--- src/hw/rtl/emdc_pkg.sv ---
// shared types, constants and helper functions of the encoder menu pot controller
// no dependencies
`default_nettype none

package emdc_pkg;

    // configuration port
    localparam int CFG_IDX_W  = 2;
    localparam int CFG_DATA_W = 16;

    localparam logic [CFG_IDX_W-1:0] CFG_SETTLE = 2'd0;
    localparam logic [CFG_IDX_W-1:0] CFG_SHORT  = 2'd1;
    localparam logic [CFG_IDX_W-1:0] CFG_LONG   = 2'd2;

    localparam logic [7:0]  SETTLE_RST = 8'd5;
    localparam logic [15:0] SHORT_RST  = 16'd50;
    localparam logic [15:0] LONG_RST   = 16'd1000;

    // quadrature codes, {a, b}
    localparam logic [1:0] QUAD_00 = 2'b00;
    localparam logic [1:0] QUAD_01 = 2'b01;
    localparam logic [1:0] QUAD_11 = 2'b11;
    localparam logic [1:0] QUAD_10 = 2'b10;

    localparam logic [15:0] COUNT_MAX       = 16'hFFFF;
    localparam logic [7:0]  CMD_WIPER_WRITE = 8'h00;
    localparam logic [8:0]  VALUE_MAX       = 9'd255;
    localparam logic [8:0]  VALUE_TOP       = 9'd256;

    // what one accepted sample asks of the menu sequencer
    typedef struct packed {
        logic restore;
        logic edit_go;
        logic up;
    } t_event;

    typedef enum logic [2:0] {
        ST_IDLE,
        ST_EDIT,
        ST_EMIT,
        ST_SW_RD,
        ST_SW_OUT
    } t_state;

    // next state of a clockwise gray step
    function automatic logic [1:0] cw_next(input logic [1:0] q);
        logic [1:0] r;
        case (q)
            QUAD_00: r = QUAD_01;
            QUAD_01: r = QUAD_11;
            QUAD_11: r = QUAD_10;
            QUAD_10: r = QUAD_00;
            default: r = QUAD_00;
        endcase
        return r;
    endfunction

    // power-on value of a pot
    function automatic logic [8:0] pot_default(input logic [7:0] idx);
        logic [8:0] r;
        if (idx >= 8'd6) begin
            r = VALUE_TOP;
        end else begin
            r = 9'(9'd4 << idx);
        end
        return r;
    endfunction

endpackage

`default_nettype wire

--- src/hw/rtl/encoder_menu_digipot_controller.sv ---
// Rotary encoder menu controller for a bank of digital potentiometers.
// Input channel (i_valid/o_ready): one word per millisecond sample of the encoder
// pins and the push switch. Output channel (o_valid/i_ready): pot write words,
// one per sample normally, POT_COUNT words in pot order after a long press.
// Every sample gives at least one word; o_last marks the final word of a sample.
// Configuration: i_cfg_we writes register i_cfg_idx (0 settle, 1 short press,
// 2 long press) with i_cfg_data; the user must write only while the block is
// idle, the block itself does not enforce it. A sample's first word passes the
// edit and emit states, or edit, sweep read and sweep out for a restore sweep,
// before it reaches the output register. A restore sweep sends one pot per cycle
// while the receiver takes words, set by the single read port of the pot value
// store. One sample is worked on at a time.
// The next sample is taken once the last word sits in the output register.
// Reset: all pots return to their defaults at once through per-entry valid bits,
// pot select mode, pot 0 selected, registers at their default values.
// A stalled receiver holds the output word and the sequencer waits for it.
// depends on emdc_pkg, emdc_front, emdc_menu
`default_nettype none

module encoder_menu_digipot_controller import emdc_pkg::*; #(
    parameter int POT_COUNT = 7
) (
    input  wire logic                  i_clk,
    input  wire logic                  i_rst_n,
    input  wire logic                  i_cfg_we,
    input  wire logic [CFG_IDX_W-1:0]  i_cfg_idx,
    input  wire logic [CFG_DATA_W-1:0] i_cfg_data,
    input  wire logic                  i_valid,
    output logic                       o_ready,
    input  wire logic                  i_quad_a,
    input  wire logic                  i_quad_b,
    input  wire logic                  i_switch_level,
    output logic                       o_valid,
    input  wire logic                  i_ready,
    output logic                       o_write_valid,
    output logic      [2:0]            o_write_pot,
    output logic      [7:0]            o_command_byte,
    output logic      [7:0]            o_wiper_byte,
    output logic      [8:0]            o_pot_value,
    output logic                       o_value_mode,
    output logic                       o_led_on,
    output logic      [2:0]            o_active_pot,
    output logic                       o_last
);

    localparam int PW = (POT_COUNT > 1) ? $clog2(POT_COUNT) : 1;

    t_event        ev;
    logic [PW-1:0] sel;
    logic          edit_mode;
    logic [PW-1:0] current_pot;
    logic          idle;
    logic          accept;

    // input handshake
    assign o_ready = idle;
    assign accept  = i_valid && idle;

    emdc_front #(
        .POT_COUNT (POT_COUNT),
        .PW        (PW)
    ) u_front (
        .i_clk          (i_clk),
        .i_rst_n        (i_rst_n),
        .i_cfg_we       (i_cfg_we),
        .i_cfg_idx      (i_cfg_idx),
        .i_cfg_data     (i_cfg_data),
        .i_accept       (accept),
        .i_quad_a       (i_quad_a),
        .i_quad_b       (i_quad_b),
        .i_switch_level (i_switch_level),
        .o_event        (ev),
        .o_sel          (sel),
        .o_edit_mode    (edit_mode),
        .o_current_pot  (current_pot)
    );

    emdc_menu #(
        .POT_COUNT (POT_COUNT),
        .PW        (PW)
    ) u_menu (
        .i_clk          (i_clk),
        .i_rst_n        (i_rst_n),
        .i_accept       (accept),
        .i_event        (ev),
        .i_sel          (sel),
        .i_edit_mode    (edit_mode),
        .i_current_pot  (current_pot),
        .o_idle         (idle),
        .o_valid        (o_valid),
        .i_ready        (i_ready),
        .o_write_valid  (o_write_valid),
        .o_write_pot    (o_write_pot),
        .o_pot_value    (o_pot_value),
        .o_value_mode   (o_value_mode),
        .o_active_pot   (o_active_pot),
        .o_last         (o_last)
    );

    // serial bytes and mode led
    assign o_command_byte = CMD_WIPER_WRITE;
    assign o_wiper_byte   = 8'(VALUE_TOP - o_pot_value);
    assign o_led_on       = ~o_value_mode;

endmodule

`default_nettype wire

--- src/hw/rtl/emdc_ram.sv ---
// generic single-port-write, single-port-read ram with registered read data
// no dependencies
`default_nettype none

module emdc_ram #(
    parameter int W  = 9,
    parameter int D  = 7,
    parameter int AW = (D > 1) ? $clog2(D) : 1
) (
    input  wire logic          i_clk,
    input  wire logic          i_we,
    input  wire logic [AW-1:0] i_waddr,
    input  wire logic [W-1:0]  i_wdata,
    input  wire logic [AW-1:0] i_raddr,
    output logic      [W-1:0]  o_rdata
);

    logic [W-1:0] r_mem [D];

    // write and registered read
    always_ff @(posedge i_clk) begin
        if (i_we) begin
            r_mem[i_waddr] <= i_wdata;
        end
        o_rdata <= r_mem[i_raddr];
    end

endmodule

`default_nettype wire

--- src/hw/rtl/emdc_front.sv ---
// encoder decode, press timing, mode and pot selection, configuration registers
// depends on emdc_pkg
`default_nettype none

module emdc_front import emdc_pkg::*; #(
    parameter int POT_COUNT = 7,
    parameter int PW        = (POT_COUNT > 1) ? $clog2(POT_COUNT) : 1
) (
    input  wire logic                  i_clk,
    input  wire logic                  i_rst_n,
    input  wire logic                  i_cfg_we,
    input  wire logic [CFG_IDX_W-1:0]  i_cfg_idx,
    input  wire logic [CFG_DATA_W-1:0] i_cfg_data,
    input  wire logic                  i_accept,
    input  wire logic                  i_quad_a,
    input  wire logic                  i_quad_b,
    input  wire logic                  i_switch_level,
    output t_event                     o_event,
    output logic      [PW-1:0]         o_sel,
    output logic                       o_edit_mode,
    output logic      [PW-1:0]         o_current_pot
);

    logic [7:0]    r_settle;
    logic [15:0]   r_short;
    logic [15:0]   r_long;
    logic [1:0]    r_prev;
    logic [15:0]   r_quiet;
    logic          r_timing;
    logic [15:0]   r_pc;
    logic          r_long_done;
    logic          r_edit_mode;
    logic [PW-1:0] r_current_pot;

    logic [1:0]    quad;
    logic [15:0]   quiet_inc;
    logic          change;
    logic          up;
    logic          pressed;
    logic [15:0]   pc_inc;
    logic [15:0]   pc_eff;
    logic          restore;
    logic          toggle;
    logic [PW-1:0] pot_up;
    logic [PW-1:0] pot_dn;

    // encoder change detect with settle time
    always_comb begin
        quad      = {i_quad_a, i_quad_b};
        quiet_inc = (r_quiet != COUNT_MAX) ? r_quiet + 16'd1 : r_quiet;
        change    = (quad != r_prev) && (quiet_inc > {8'h00, r_settle});
        up        = (cw_next(r_prev) == quad);
    end

    // press timing, short and long press
    always_comb begin
        pressed = ~i_switch_level;
        pc_inc  = (r_timing && (r_pc != COUNT_MAX)) ? r_pc + 16'd1 : r_pc;
        pc_eff  = (pressed && !r_timing) ? 16'd0 : pc_inc;
        restore = pressed && !r_long_done && (pc_eff > r_long);
        toggle  = !pressed && r_timing && !r_long_done && (pc_inc > r_short);
    end

    // pot selection with wrap
    always_comb begin
        pot_up = (r_current_pot == PW'(POT_COUNT - 1)) ? '0 : r_current_pot + PW'(1);
        pot_dn = (r_current_pot == '0) ? PW'(POT_COUNT - 1) : r_current_pot - PW'(1);
    end

    assign o_event.restore = restore;
    assign o_event.edit_go = change && !toggle && r_edit_mode;
    assign o_event.up      = up;
    assign o_sel           = r_current_pot;
    assign o_edit_mode     = r_edit_mode;
    assign o_current_pot   = r_current_pot;

    // configuration registers
    always_ff @(posedge i_clk) begin
        if (!i_rst_n) begin
            r_settle <= SETTLE_RST;
            r_short  <= SHORT_RST;
            r_long   <= LONG_RST;
        end else if (i_cfg_we) begin
            case (i_cfg_idx)
                CFG_SETTLE: r_settle <= i_cfg_data[7:0];
                CFG_SHORT:  r_short  <= i_cfg_data;
                CFG_LONG:   r_long   <= i_cfg_data;
                default:    ;
            endcase
        end
    end

    // sample state update
    always_ff @(posedge i_clk) begin
        if (!i_rst_n) begin
            r_prev        <= QUAD_00;
            r_quiet       <= '0;
            r_timing      <= 1'b0;
            r_pc          <= '0;
            r_long_done   <= 1'b0;
            r_edit_mode   <= 1'b0;
            r_current_pot <= '0;
        end else if (i_accept) begin
            r_prev      <= change ? quad : r_prev;
            r_quiet     <= change ? 16'd0 : quiet_inc;
            r_timing    <= pressed;
            r_pc        <= pc_eff;
            r_long_done <= pressed && (r_long_done || restore);
            if (toggle) begin
                r_edit_mode <= ~r_edit_mode;
            end else if (change && !r_edit_mode) begin
                r_current_pot <= up ? pot_up : pot_dn;
            end
        end
    end

endmodule

`default_nettype wire

--- src/hw/rtl/emdc_menu.sv ---
// pot value store, edit read-modify-write, restore sweep and output register
// depends on emdc_pkg and emdc_ram
`default_nettype none

module emdc_menu import emdc_pkg::*; #(
    parameter int POT_COUNT = 7,
    parameter int PW        = (POT_COUNT > 1) ? $clog2(POT_COUNT) : 1
) (
    input  wire logic          i_clk,
    input  wire logic          i_rst_n,
    input  wire logic          i_accept,
    input  wire t_event        i_event,
    input  wire logic [PW-1:0] i_sel,
    input  wire logic          i_edit_mode,
    input  wire logic [PW-1:0] i_current_pot,
    output logic               o_idle,
    output logic               o_valid,
    input  wire logic          i_ready,
    output logic               o_write_valid,
    output logic      [2:0]    o_write_pot,
    output logic      [8:0]    o_pot_value,
    output logic               o_value_mode,
    output logic      [2:0]    o_active_pot,
    output logic               o_last
);

    t_state                 r_state, n_state;
    t_event                 r_ev, n_ev;
    logic [PW-1:0]          r_sel, n_sel;
    logic [PW-1:0]          r_idx, n_idx;
    logic [POT_COUNT-1:0]   r_valid, n_valid;
    logic                   r_p_write, n_p_write;
    logic [8:0]             r_p_value, n_p_value;
    logic                   r_out_valid, n_out_valid;
    logic                   r_out_write, n_out_write;
    logic [2:0]             r_out_pot, n_out_pot;
    logic [8:0]             r_out_value, n_out_value;
    logic                   r_out_mode, n_out_mode;
    logic [2:0]             r_out_sel, n_out_sel;
    logic                   r_out_last, n_out_last;

    logic                   ram_we;
    logic [PW-1:0]          ram_raddr;
    logic [8:0]             ram_rdata;
    logic                   out_free;
    logic [8:0]             cur_v;
    logic [8:0]             edit_v;
    logic                   edit_ok;
    logic [8:0]             sw_v;
    logic                   sw_last;
    logic [7:0]             sel_wide;
    logic [7:0]             idx_wide;
    logic [7:0]             cur_wide;

    emdc_ram #(
        .W  (9),
        .D  (POT_COUNT),
        .AW (PW)
    ) u_store (
        .i_clk   (i_clk),
        .i_we    (ram_we),
        .i_waddr (r_sel),
        .i_wdata (edit_v),
        .i_raddr (ram_raddr),
        .o_rdata (ram_rdata)
    );

    // stored value of the selected pot, its edited value, and the sweep value of pot r_idx
    always_comb begin
        sel_wide = 8'(r_sel);
        idx_wide = 8'(r_idx);
        cur_wide = 8'(i_current_pot);
        cur_v    = r_valid[r_sel] ? ram_rdata : pot_default(sel_wide);
        edit_v   = cur_v;
        edit_ok  = 1'b0;
        if (r_ev.up) begin
            if (cur_v < VALUE_MAX) begin
                edit_v  = cur_v + 9'd1;
                edit_ok = 1'b1;
            end
        end else if ((cur_v != 9'd0) && (cur_v <= VALUE_TOP)) begin
            edit_v  = cur_v - 9'd1;
            edit_ok = 1'b1;
        end
        sw_v    = r_valid[r_idx] ? ram_rdata : pot_default(idx_wide);
        sw_last = (r_idx == PW'(POT_COUNT - 1));
    end

    // sequencer: next state and outputs
    always_comb begin
        n_state     = r_state;
        n_ev        = r_ev;
        n_sel       = r_sel;
        n_idx       = r_idx;
        n_valid     = r_valid;
        n_p_write   = r_p_write;
        n_p_value   = r_p_value;
        n_out_valid = r_out_valid;
        n_out_write = r_out_write;
        n_out_pot   = r_out_pot;
        n_out_value = r_out_value;
        n_out_mode  = r_out_mode;
        n_out_sel   = r_out_sel;
        n_out_last  = r_out_last;
        ram_we      = 1'b0;
        ram_raddr   = r_idx;
        out_free    = !r_out_valid || i_ready;
        if (r_out_valid && i_ready) begin
            n_out_valid = 1'b0;
        end
        case (r_state)
            ST_IDLE: begin
                ram_raddr = i_sel;
                if (i_accept) begin
                    n_ev    = i_event;
                    n_sel   = i_sel;
                    n_state = ST_EDIT;
                    if (i_event.restore) begin
                        n_valid = '0;
                    end
                end
            end
            ST_EDIT: begin
                if (r_ev.edit_go && edit_ok) begin
                    ram_we         = 1'b1;
                    n_valid[r_sel] = 1'b1;
                end
                n_p_write = r_ev.edit_go && edit_ok;
                n_p_value = edit_v;
                n_idx     = '0;
                n_state   = r_ev.restore ? ST_SW_RD : ST_EMIT;
            end
            ST_SW_RD: begin
                n_state = ST_SW_OUT;
            end
            ST_SW_OUT: begin
                if (out_free) begin
                    n_out_valid = 1'b1;
                    n_out_write = 1'b1;
                    n_out_pot   = idx_wide[2:0];
                    n_out_value = sw_v;
                    n_out_mode  = i_edit_mode;
                    n_out_sel   = cur_wide[2:0];
                    n_out_last  = sw_last;
                    if (sw_last) begin
                        n_state = ST_IDLE;
                    end else begin
                        n_idx     = r_idx + PW'(1);
                        ram_raddr = r_idx + PW'(1);
                    end
                end
            end
            ST_EMIT: begin
                if (out_free) begin
                    n_out_valid = 1'b1;
                    n_out_write = r_p_write;
                    n_out_pot   = r_p_write ? sel_wide[2:0] : 3'd0;
                    n_out_value = r_p_write ? r_p_value : 9'd0;
                    n_out_mode  = i_edit_mode;
                    n_out_sel   = cur_wide[2:0];
                    n_out_last  = 1'b1;
                    n_state     = ST_IDLE;
                end
            end
            default: begin
                n_state = ST_IDLE;
            end
        endcase
    end

    // control registers
    always_ff @(posedge i_clk) begin
        if (!i_rst_n) begin
            r_state     <= ST_IDLE;
            r_valid     <= '0;
            r_out_valid <= 1'b0;
            r_idx       <= '0;
        end else begin
            r_state     <= n_state;
            r_valid     <= n_valid;
            r_out_valid <= n_out_valid;
            r_idx       <= n_idx;
        end
    end

    // payload registers
    always_ff @(posedge i_clk) begin
        r_ev        <= n_ev;
        r_sel       <= n_sel;
        r_p_write   <= n_p_write;
        r_p_value   <= n_p_value;
        r_out_write <= n_out_write;
        r_out_pot   <= n_out_pot;
        r_out_value <= n_out_value;
        r_out_mode  <= n_out_mode;
        r_out_sel   <= n_out_sel;
        r_out_last  <= n_out_last;
    end

    assign o_idle        = (r_state == ST_IDLE);
    assign o_valid       = r_out_valid;
    assign o_write_valid = r_out_write;
    assign o_write_pot   = r_out_pot;
    assign o_pot_value   = r_out_value;
    assign o_value_mode  = r_out_mode;
    assign o_active_pot  = r_out_sel;
    assign o_last        = r_out_last;

endmodule

`default_nettype wire

--- config.mk ---
export PLATFORM = sky130hd
export DESIGN_NAME = encoder_menu_digipot_controller
export DESIGN_NICKNAME = d
export VERILOG_FILES = /design/src/hw/rtl/emdc_pkg.sv /design/src/hw/rtl/encoder_menu_digipot_controller.sv /design/src/hw/rtl/emdc_ram.sv /design/src/hw/rtl/emdc_front.sv /design/src/hw/rtl/emdc_menu.sv
export SDC_FILE = /design/constraint.sdc
export NUM_CORES = 1
export LEC_CHECK = 0
export BUFFER_PORTS_ARGS = -buffer_cell sky130_fd_sc_hd__buf_2
export CAP_MARGIN = 25
export CORE_MARGIN = 10
export CORE_UTILIZATION = 55
export CTS_BUF_LIST = sky130_fd_sc_hd__clkbuf_4 sky130_fd_sc_hd__clkbuf_8
export DETAILED_ROUTE_END_ITERATION = 10
export GPL_ROUTABILITY_DRIVEN = 0
export PLACE_DENSITY = 0.71
export SLEW_MARGIN = 20
export SYNTH_ARGS = -nofsm -noshare
export SYNTH_HDL_FRONTEND = slang
export SYNTH_SLANG_ARGS = --single-unit
export TNS_END_PERCENT = 50
--- constraint.sdc ---
create_clock -name i_clk -period 4.46 [get_ports i_clk]
set_input_delay 0.446 -clock i_clk [delete_from_list [all_inputs] [get_ports i_clk]]
set_output_delay 0.446 -clock i_clk [all_outputs]
set_load 0.005 [all_outputs]
* Word level (Yosys, flattened, before mapping) *
Memories as Yosys holds them, arrays and structs flattened. A register that Yosys moved wholly into a read port is not among the register bits.
Cells that the tools add are included.

word-level totals
  flip-flop bits (word level) = 128
  RAM bits = 63
  input port bits = 26
  output and inout port bits = 37
  word-level logic and storage cells = 175
  memories kept = 1

memory list
  memory                depth  width  rd ports  clocked after Yosys merged registers in  wr ports  line            RTL
  u_menu.u_store.r_mem  7      9      1         1                                        1         emdc_ram.sv:18  logic [W-1:0] r_mem [D];

operators by class
  $add $sub $neg = 8
  order comparisons = 10
  equal/unequal tests = 21
  shift-type cells = 2
  multiplexer cells = 58
  bitwise operators = 5
  reduce and logical (&&, ||, !) cells = 44

operators with widths
  cell                     count
  $mux W9                  10
  $mux W16                 4
  $mux W3                  12
  $add A16 B1 Y16 const B  2
  $gt A16 B16 Y1           2
  $ne A16 B16 Y1 const B   2
  $mux W7                  3
  $pmux W3 S2              3
  $pmux W9 S2              1
  $shl A3 B3 Y9 const A    2
  $logic_and A1 B1 Y1      17
  $mux W1                  17
  $gt A16 B8 Y1            1
  $pmux W3 S5              1
  $pmux W7 S2              1
  $reduce_and A2 Y1        7
  $ne A2 B1 Y1 const B     6
  $add A9 B1 Y9 const B    1
  $eq A3 B3 Y1 const B     3
  $le A9 B9 Y1 const B     1
  $lt A9 B8 Y1 const B     1
  $reduce_bool A9 Y1       1
  $sub A9 B1 Y9 const B    1
  $lt A3 B4 Y1 const B     2
  other kinds (25)         47

* Logic depth before layout (Yosys ltp) *
  depth after elaboration = 12
  depth in mapped cells = 17
  depth with buffers taken out = 16

* By module *
Synthesis repeated with hierarchy kept, for this count alone.

second synthesis, totals
  cell total of the unflattened synthesis = 1096
  area total of the unflattened synthesis = 10925.5 um^2

modules (own cells, without submodules)
  module                           instances  cells each  area an instance (um^2)  seq. area each (um^2)
  emdc_front                       1          636         5109.9                   1601.5
  emdc_ram                         1          148         2831.5                   2072.0
  emdc_menu                        1          283         2758.9                   1301.2
  encoder_menu_digipot_controller  1          29          225.2                    0.0

* Worst setup path after synthesis *
No wires, ideal clock.

  kind = reg2reg
  start point = register u_menu.r_sel[2]
  end point = memory u_menu.u_store.r_mem[0][0] (enable)
  library setup time = 0.399 ns
  arrival = 3.588 ns
  data required time = 4.061 ns
  path slack = 0.473 ns
  stages on the path, launching flop included = 14
  buffers on the path = 3
  clock period less this slack = 3.987 ns
  cells stage by stage = edfxtp_1 > clkbuf_1 > or2b_1 > o2bb2a_1 > and2_1 > buf_2 > nand2_1 > ha_1 > o311a_4 > nand4b_4 > nor3_2 > a221oi_4 > buf_6 > nor4_1

between the ends
  cells in the longest elaborated chain, start to end = 12
  elaborated cells between the ends (all ways) = 18
  classes of those cells = order compare: 3; shift: 1; mux: 11; reduce/logical: 3

RTL lines
  what                                                       line                             RTL
  from (decl)                                                emdc_menu.sv:29                  logic [PW-1:0] r_sel, n_sel;
  from (signal assigned)                                     emdc_menu.sv:189                 r_sel <= n_sel;
  $ge A3 B3 Y1 (tied with other cells)                       emdc_pkg.sv:61                   if (idx >= 8'd6) begin
  $mux W9 / $mux W1 (equally long branches)                  emdc_pkg.sv:61, emdc_menu.sv:73
  $mux W9                                                    emdc_menu.sv:73                  cur_v = r_valid[r_sel] ? ram_rdata : pot_default(sel_wide);
  $le A9 B9 Y1 / $reduce_bool A9 Y1 (equally long branches)  emdc_menu.sv:81                  end else if ((cur_v != 9'd0) && (cur_v <= VALUE_TOP)) begin
  $logic_and A1 B1 Y1                                        emdc_menu.sv:81
  $mux W1                                                    emdc_menu.sv:81
  $mux W1                                                    emdc_menu.sv:76                  if (r_ev.up) begin
  $logic_and A1 B1 Y1                                        emdc_menu.sv:124                 if (r_ev.edit_go && edit_ok) begin
  $mux W1                                                    emdc_menu.sv:124
  $mux W1                                                    emdc_menu.sv:111                 case (r_state)
  $mux W1                                                    emdc_ram.sv:22                   if (i_we) begin
  $mux W1 (not written as such)                              emdc_ram.sv:23                   r_mem[i_waddr] <= i_wdata;
  to (decl)                                                  emdc_ram.sv:18

Parallel ways exist; a longest one is shown, timed or not. The select of a mux whose other input is x is not followed.

* Worst setup path in the final report *
  start point = register u_front.r_pc[5]
  end point = register u_menu.r_valid[6]

between the ends
  cells in the longest elaborated chain, start to end = 8
  elaborated cells between the ends (all ways) = 9
  classes of those cells = add/sub: 1; order compare: 1; eq/ne: 2; mux: 2; reduce/logical: 3

RTL lines
  what                         line               RTL
  from (decl)                  emdc_front.sv:30   logic [15:0] r_pc;
  from (signal assigned)       emdc_front.sv:107  r_pc <= pc_eff;
  $ne A16 B16 Y1               emdc_front.sv:58   pc_inc = (r_timing && (r_pc != COUNT_MAX)) ? r_pc + 16'd1 : r_pc;
  $logic_and A1 B1 Y1          emdc_front.sv:58
  $mux W16                     emdc_front.sv:58
  $mux W16                     emdc_front.sv:59   pc_eff = (pressed && !r_timing) ? 16'd0 : pc_inc;
  net u_front.pc_eff[1]        emdc_front.sv:41   logic [15:0] pc_eff;
  $gt A16 B16 Y1               emdc_front.sv:60   restore = pressed && !r_long_done && (pc_eff > r_long);
  $logic_and A1 B1 Y1          emdc_front.sv:60
  $ne A2 B1 Y1 (no line)       -
  $reduce_and A4 Y1 (no line)  -
  to (signal assigned)         emdc_menu.sv:180   r_valid <= n_valid;
  to (decl)                    emdc_menu.sv:31    logic [POT_COUNT-1:0] r_valid, n_valid;

The timed path passes the listed nets, and every way through them passes these cells.
A chain may end at the register's enable or synchronous reset.

==> flow_metrics.env <==
export IMPL_yosys_warnings=0
export IMPL_worstRegToRegCells=13
export IMPL_cts_root_buffer="clkbuf_8"
export IMPL_hold_depth=3
export IMPL_outcome="completed"
export IMPL_pwr_share_comb=0.158
export IMPL_antennaDiodeCount=0
export IMPL_finalSetupViolations=0
export IMPL_syn_cell_area_mm2=0.01104
export IMPL_synth_top_cells_by_count="nand2_1, dfxtp_1, edfxtp_1, inv_1, nor2_1"
export IMPL_ctsHoldBuffers=0
export IMPL_antenna_found_initial=0
export IMPL_start_util=0.5633
export IMPL_area_growth_pct=8.514
export IMPL_grt_busiest_layer="met2"
export IMPL_cap_violations=0
export IMPL_drtIter0Drc=697
export IMPL_hpwl_um=18290
export IMPL_vias_per_cell=5.752
export IMPL_clk_latency_ps=480
export IMPL_synth_edf_count=97
export IMPL_p_int_mw=2.711
export IMPL_seqPwrFrac=0.545
export IMPL_htreeDepth=4
export IMPL_port_buffers=54
export IMPL_final_max_slew_viol_count=0
export IMPL_cts_sinks=200
export IMPL_fin_setup_tns_ps=0
export IMPL_finalClockSkew_ps=13.69
export IMPL_drc=0
export IMPL_grt_util_all_layers=0.1902
export IMPL_ys_types=95
export IMPL_pwr_share_clk=0.297
export IMPL_min_path_type="in -> reg"
export IMPL_path_cells="and4_1 > nand3_1 > o31ai_1 > mux2_2 > and2_1 > ha_1 > a21oi_1 > o211ai_1 > o311ai_1 > a21boi_1 > a21boi_2 > nand4_1 > o21ai_2"
export IMPL_power_share_switching=0.2944
export IMPL_core_mm2=0.01959
export IMPL_cp_buffers_inverters=0
export IMPL_relSlewSlack=0.4022
export IMPL_finalHoldViolCount=0
export IMPL_power_density_mw_per_mm2=320.8
export IMPL_grt_pass1_vias=8196
export IMPL_ios=63
export IMPL_cpPeakStageDelay_ps=650
export IMPL_syn_area_per_cell_um2=9.505
export IMPL_yosysMostFrequentCell="nand2_1"
export IMPL_critPathRequiredTime_ps=4870
export IMPL_routed_wl_um=25060
export IMPL_synth_seq_cells=200
export IMPL_leakage_nw=4.798
export IMPL_met3_usage=0.03311
export IMPL_clkTransAtPathRegs_ps=100
export IMPL_dieHeight_um=161.7
export IMPL_fmax_ghz=0.2494
export IMPL_p_sw_mw=1.131
export IMPL_slowest_stage="o31ai_1"
export IMPL_hold_end="u_front.r_long[8]"
export IMPL_yosysSeqAreaShare=0.4508
export IMPL_synthFlopType="dfxtp_1"
export IMPL_cts_tree="done"
export IMPL_min_from="i_cfg_data[8]"
export IMPL_critPathTopFamily="compound AO/OA/AOI/OAI gates"
export IMPL_vias=8518
export IMPL_reg2reg_from="u_front.r_pc[5]"
export IMPL_finalNonFillerCells=1481
export IMPL_ant_nets=0
export IMPL_cts_buffers=17
export IMPL_rrSetupSlack_ps=450
export IMPL_synth_top_area_frac=0.2639
export IMPL_dr_pass1_iters=7
export IMPL_row_count=51
export IMPL_met2_usage=0.3132
export IMPL_yosysTopAreaCell="edfxtp_1"
export IMPL_yosys_top_cells_area="edfxtp_1, dfxtp_1, ha_1"
export IMPL_synth_cells=1161
export IMPL_crit_path_end_kind="register"
export IMPL_die_w_um=161.7
export IMPL_reg2reg_to="u_menu.r_valid[6]"
export IMPL_critPathMaxFanout=14
export IMPL_grtUsageMet1=0.2492
export IMPL_worst_slew_pin_slew_ps=894.9
export IMPL_fin_crit_sh=0.8990
export IMPL_rsz0062_at_grt="false"
export IMPL_grt_max_degree=52
export IMPL_drive_gt1_frac=0.1184
export IMPL_cp_arrival_ps=4420
export IMPL_clock_path_buffers=2
export IMPL_overflow=0
export IMPL_cp_start_kind="register"
export IMPL_postCtsSetupRepairBufs=0
export IMPL_critPathKind="reg -> reg"
export IMPL_vdd_ir_drop_max_mv=0.2112
export IMPL_async_flop_share=0
export IMPL_nNetsFinal=1284
export IMPL_wl_per_cell_um=16.92
export IMPL_placed_cells=1447
export IMPL_grt_pass1_wl_um=41120
export IMPL_die_area_mm2=0.02613
export IMPL_period_minus_slack_ps=4010
cells in the final DEF (no fill, tap or decap), types with 37 or more instances in the layout:
cell / n
nor2_1: 72
o21ai_0: 37
inv_1: 74
nand2_1: 148
edfxtp_1: 97
dfxtp_1: 103
a21oi_1: 53
mux2i_1: 37
ha_1: 55
buf_2: 54
worst reg2reg max path, cell delays in order, from the launching register on:
cell and delay (ps):
dfxtp_1 440, and4_1 300, nand3_1 190, o31ai_1 650, mux2_2 420, and2_1 170, ha_1 190, a21oi_1 150
o211ai_1 140, o311ai_1 300, a21boi_1 180, a21boi_2 480, nand4_1 180, o21ai_2 140
power groups by stage:
stage | clock network [mW] | registers [mW] | logic, mW
finish | 1.14 | 2.09 | 0.608
global route | 1.24 | 2.10 | 0.668
CTS | 1.16 | 2.09 | 0.603
detailed placement | 0 | 2.13 | 0.601
global placement | 0 | 2.13 | 0.594
floorplan | 0 | 2.10 | 0.409
stage by stage:
stage / cell area [um^2] / setup slack (ps) / power, mW / hold WS [ps] / util
6_report: 11980 / 450.4 / 3.842 / 207.0 / 0.6113
5_1_grt: 11980 / 8.093 / 4.007 / 199.7 / 0.6113
3_3_place_gp: 11580 / 410.2 / 2.727 / 451.8 / 0.5910
3_5_place_dp: 11580 / 290.8 / 2.735 / 457.9 / 0.5910
4_1_cts: 11960 / 255.0 / 3.852 / 180.0 / 0.6103
2_1_floorplan: 11060 / 472.9 / 2.513 / 435.0 / -
cell families after synthesis:
group	synth area share
other	0.0003398
AOI/OAI and AO/OA	0.1760
buffers and inverters	0.05249
xor gates and xnor gates	0.03254
DFF	0.4508
adders and majority gates	0.06236
muxes	0.03866
and+or+nand+nor	0.1868
how the worst max path moves through the flow:
stage,startpoint,endpoint,slack [ps],cells after the start
final,u_front.r_pc[5],u_menu.r_valid[6],450,13
after global routing,u_front.r_pc[5],u_menu.r_valid[6],8,15
after CTS,u_front.r_pc[5],u_menu.r_valid[6],250,13
after detailed placement,u_front.r_pc[5],u_menu.r_valid[6],290,13
after global placement,u_front.r_pc[5],u_menu.r_valid[4],410,13
after floorplan,u_menu.r_sel[2],u_menu.u_store.r_mem[0][0],470,13
flip-flops by register name, indices dropped and copies added, names as in the netlist, 2 cells and up:
register and count:
u_menu.u_store.r_mem 63, u_front.r_long 16, u_front.r_pc 16, u_front.r_quiet 16
u_front.r_short 16, u_menu.o_pot_value 9, u_menu.r_p_value 9, u_menu.u_store.o_rdata 9
u_front.r_settle 8, u_menu.r_valid 7, u_front.o_current_pot 3, u_menu.o_active_pot 3
u_menu.o_write_pot 3, u_menu.r_ev 3, u_menu.r_idx 3, u_menu.r_sel 3
u_menu.r_state 3, u_front.r_prev 2
routing by layer:
layer	part of all wire	wire length, um	up-vias
met5	0	0	-
met4	0.018	459	0
met3	0.053	1318	42
met2	0.47	11840	249
met1	0.46	11450	3979
li1	-	-	4248
repair_timing:
item | 4_1_cts | 5_1_grt
endpoints found under the setup margin | 0 | 7
resized for setup | 0 | 1
hold endpoints to repair | 0 | 0
area by class of cell:
cell class	count	area, um^2
Clock buffer	17	234.0
Clock inverter	15	143.9
Fill cell	1682	7615
Inverter	75	281.5
Multi-Input combinational cell	828	5537
Sequential cell	200	4975
Tap cell	265	331.6
Timing Repair Buffer	81	473.0
Power figures use the tool's default switching activity.
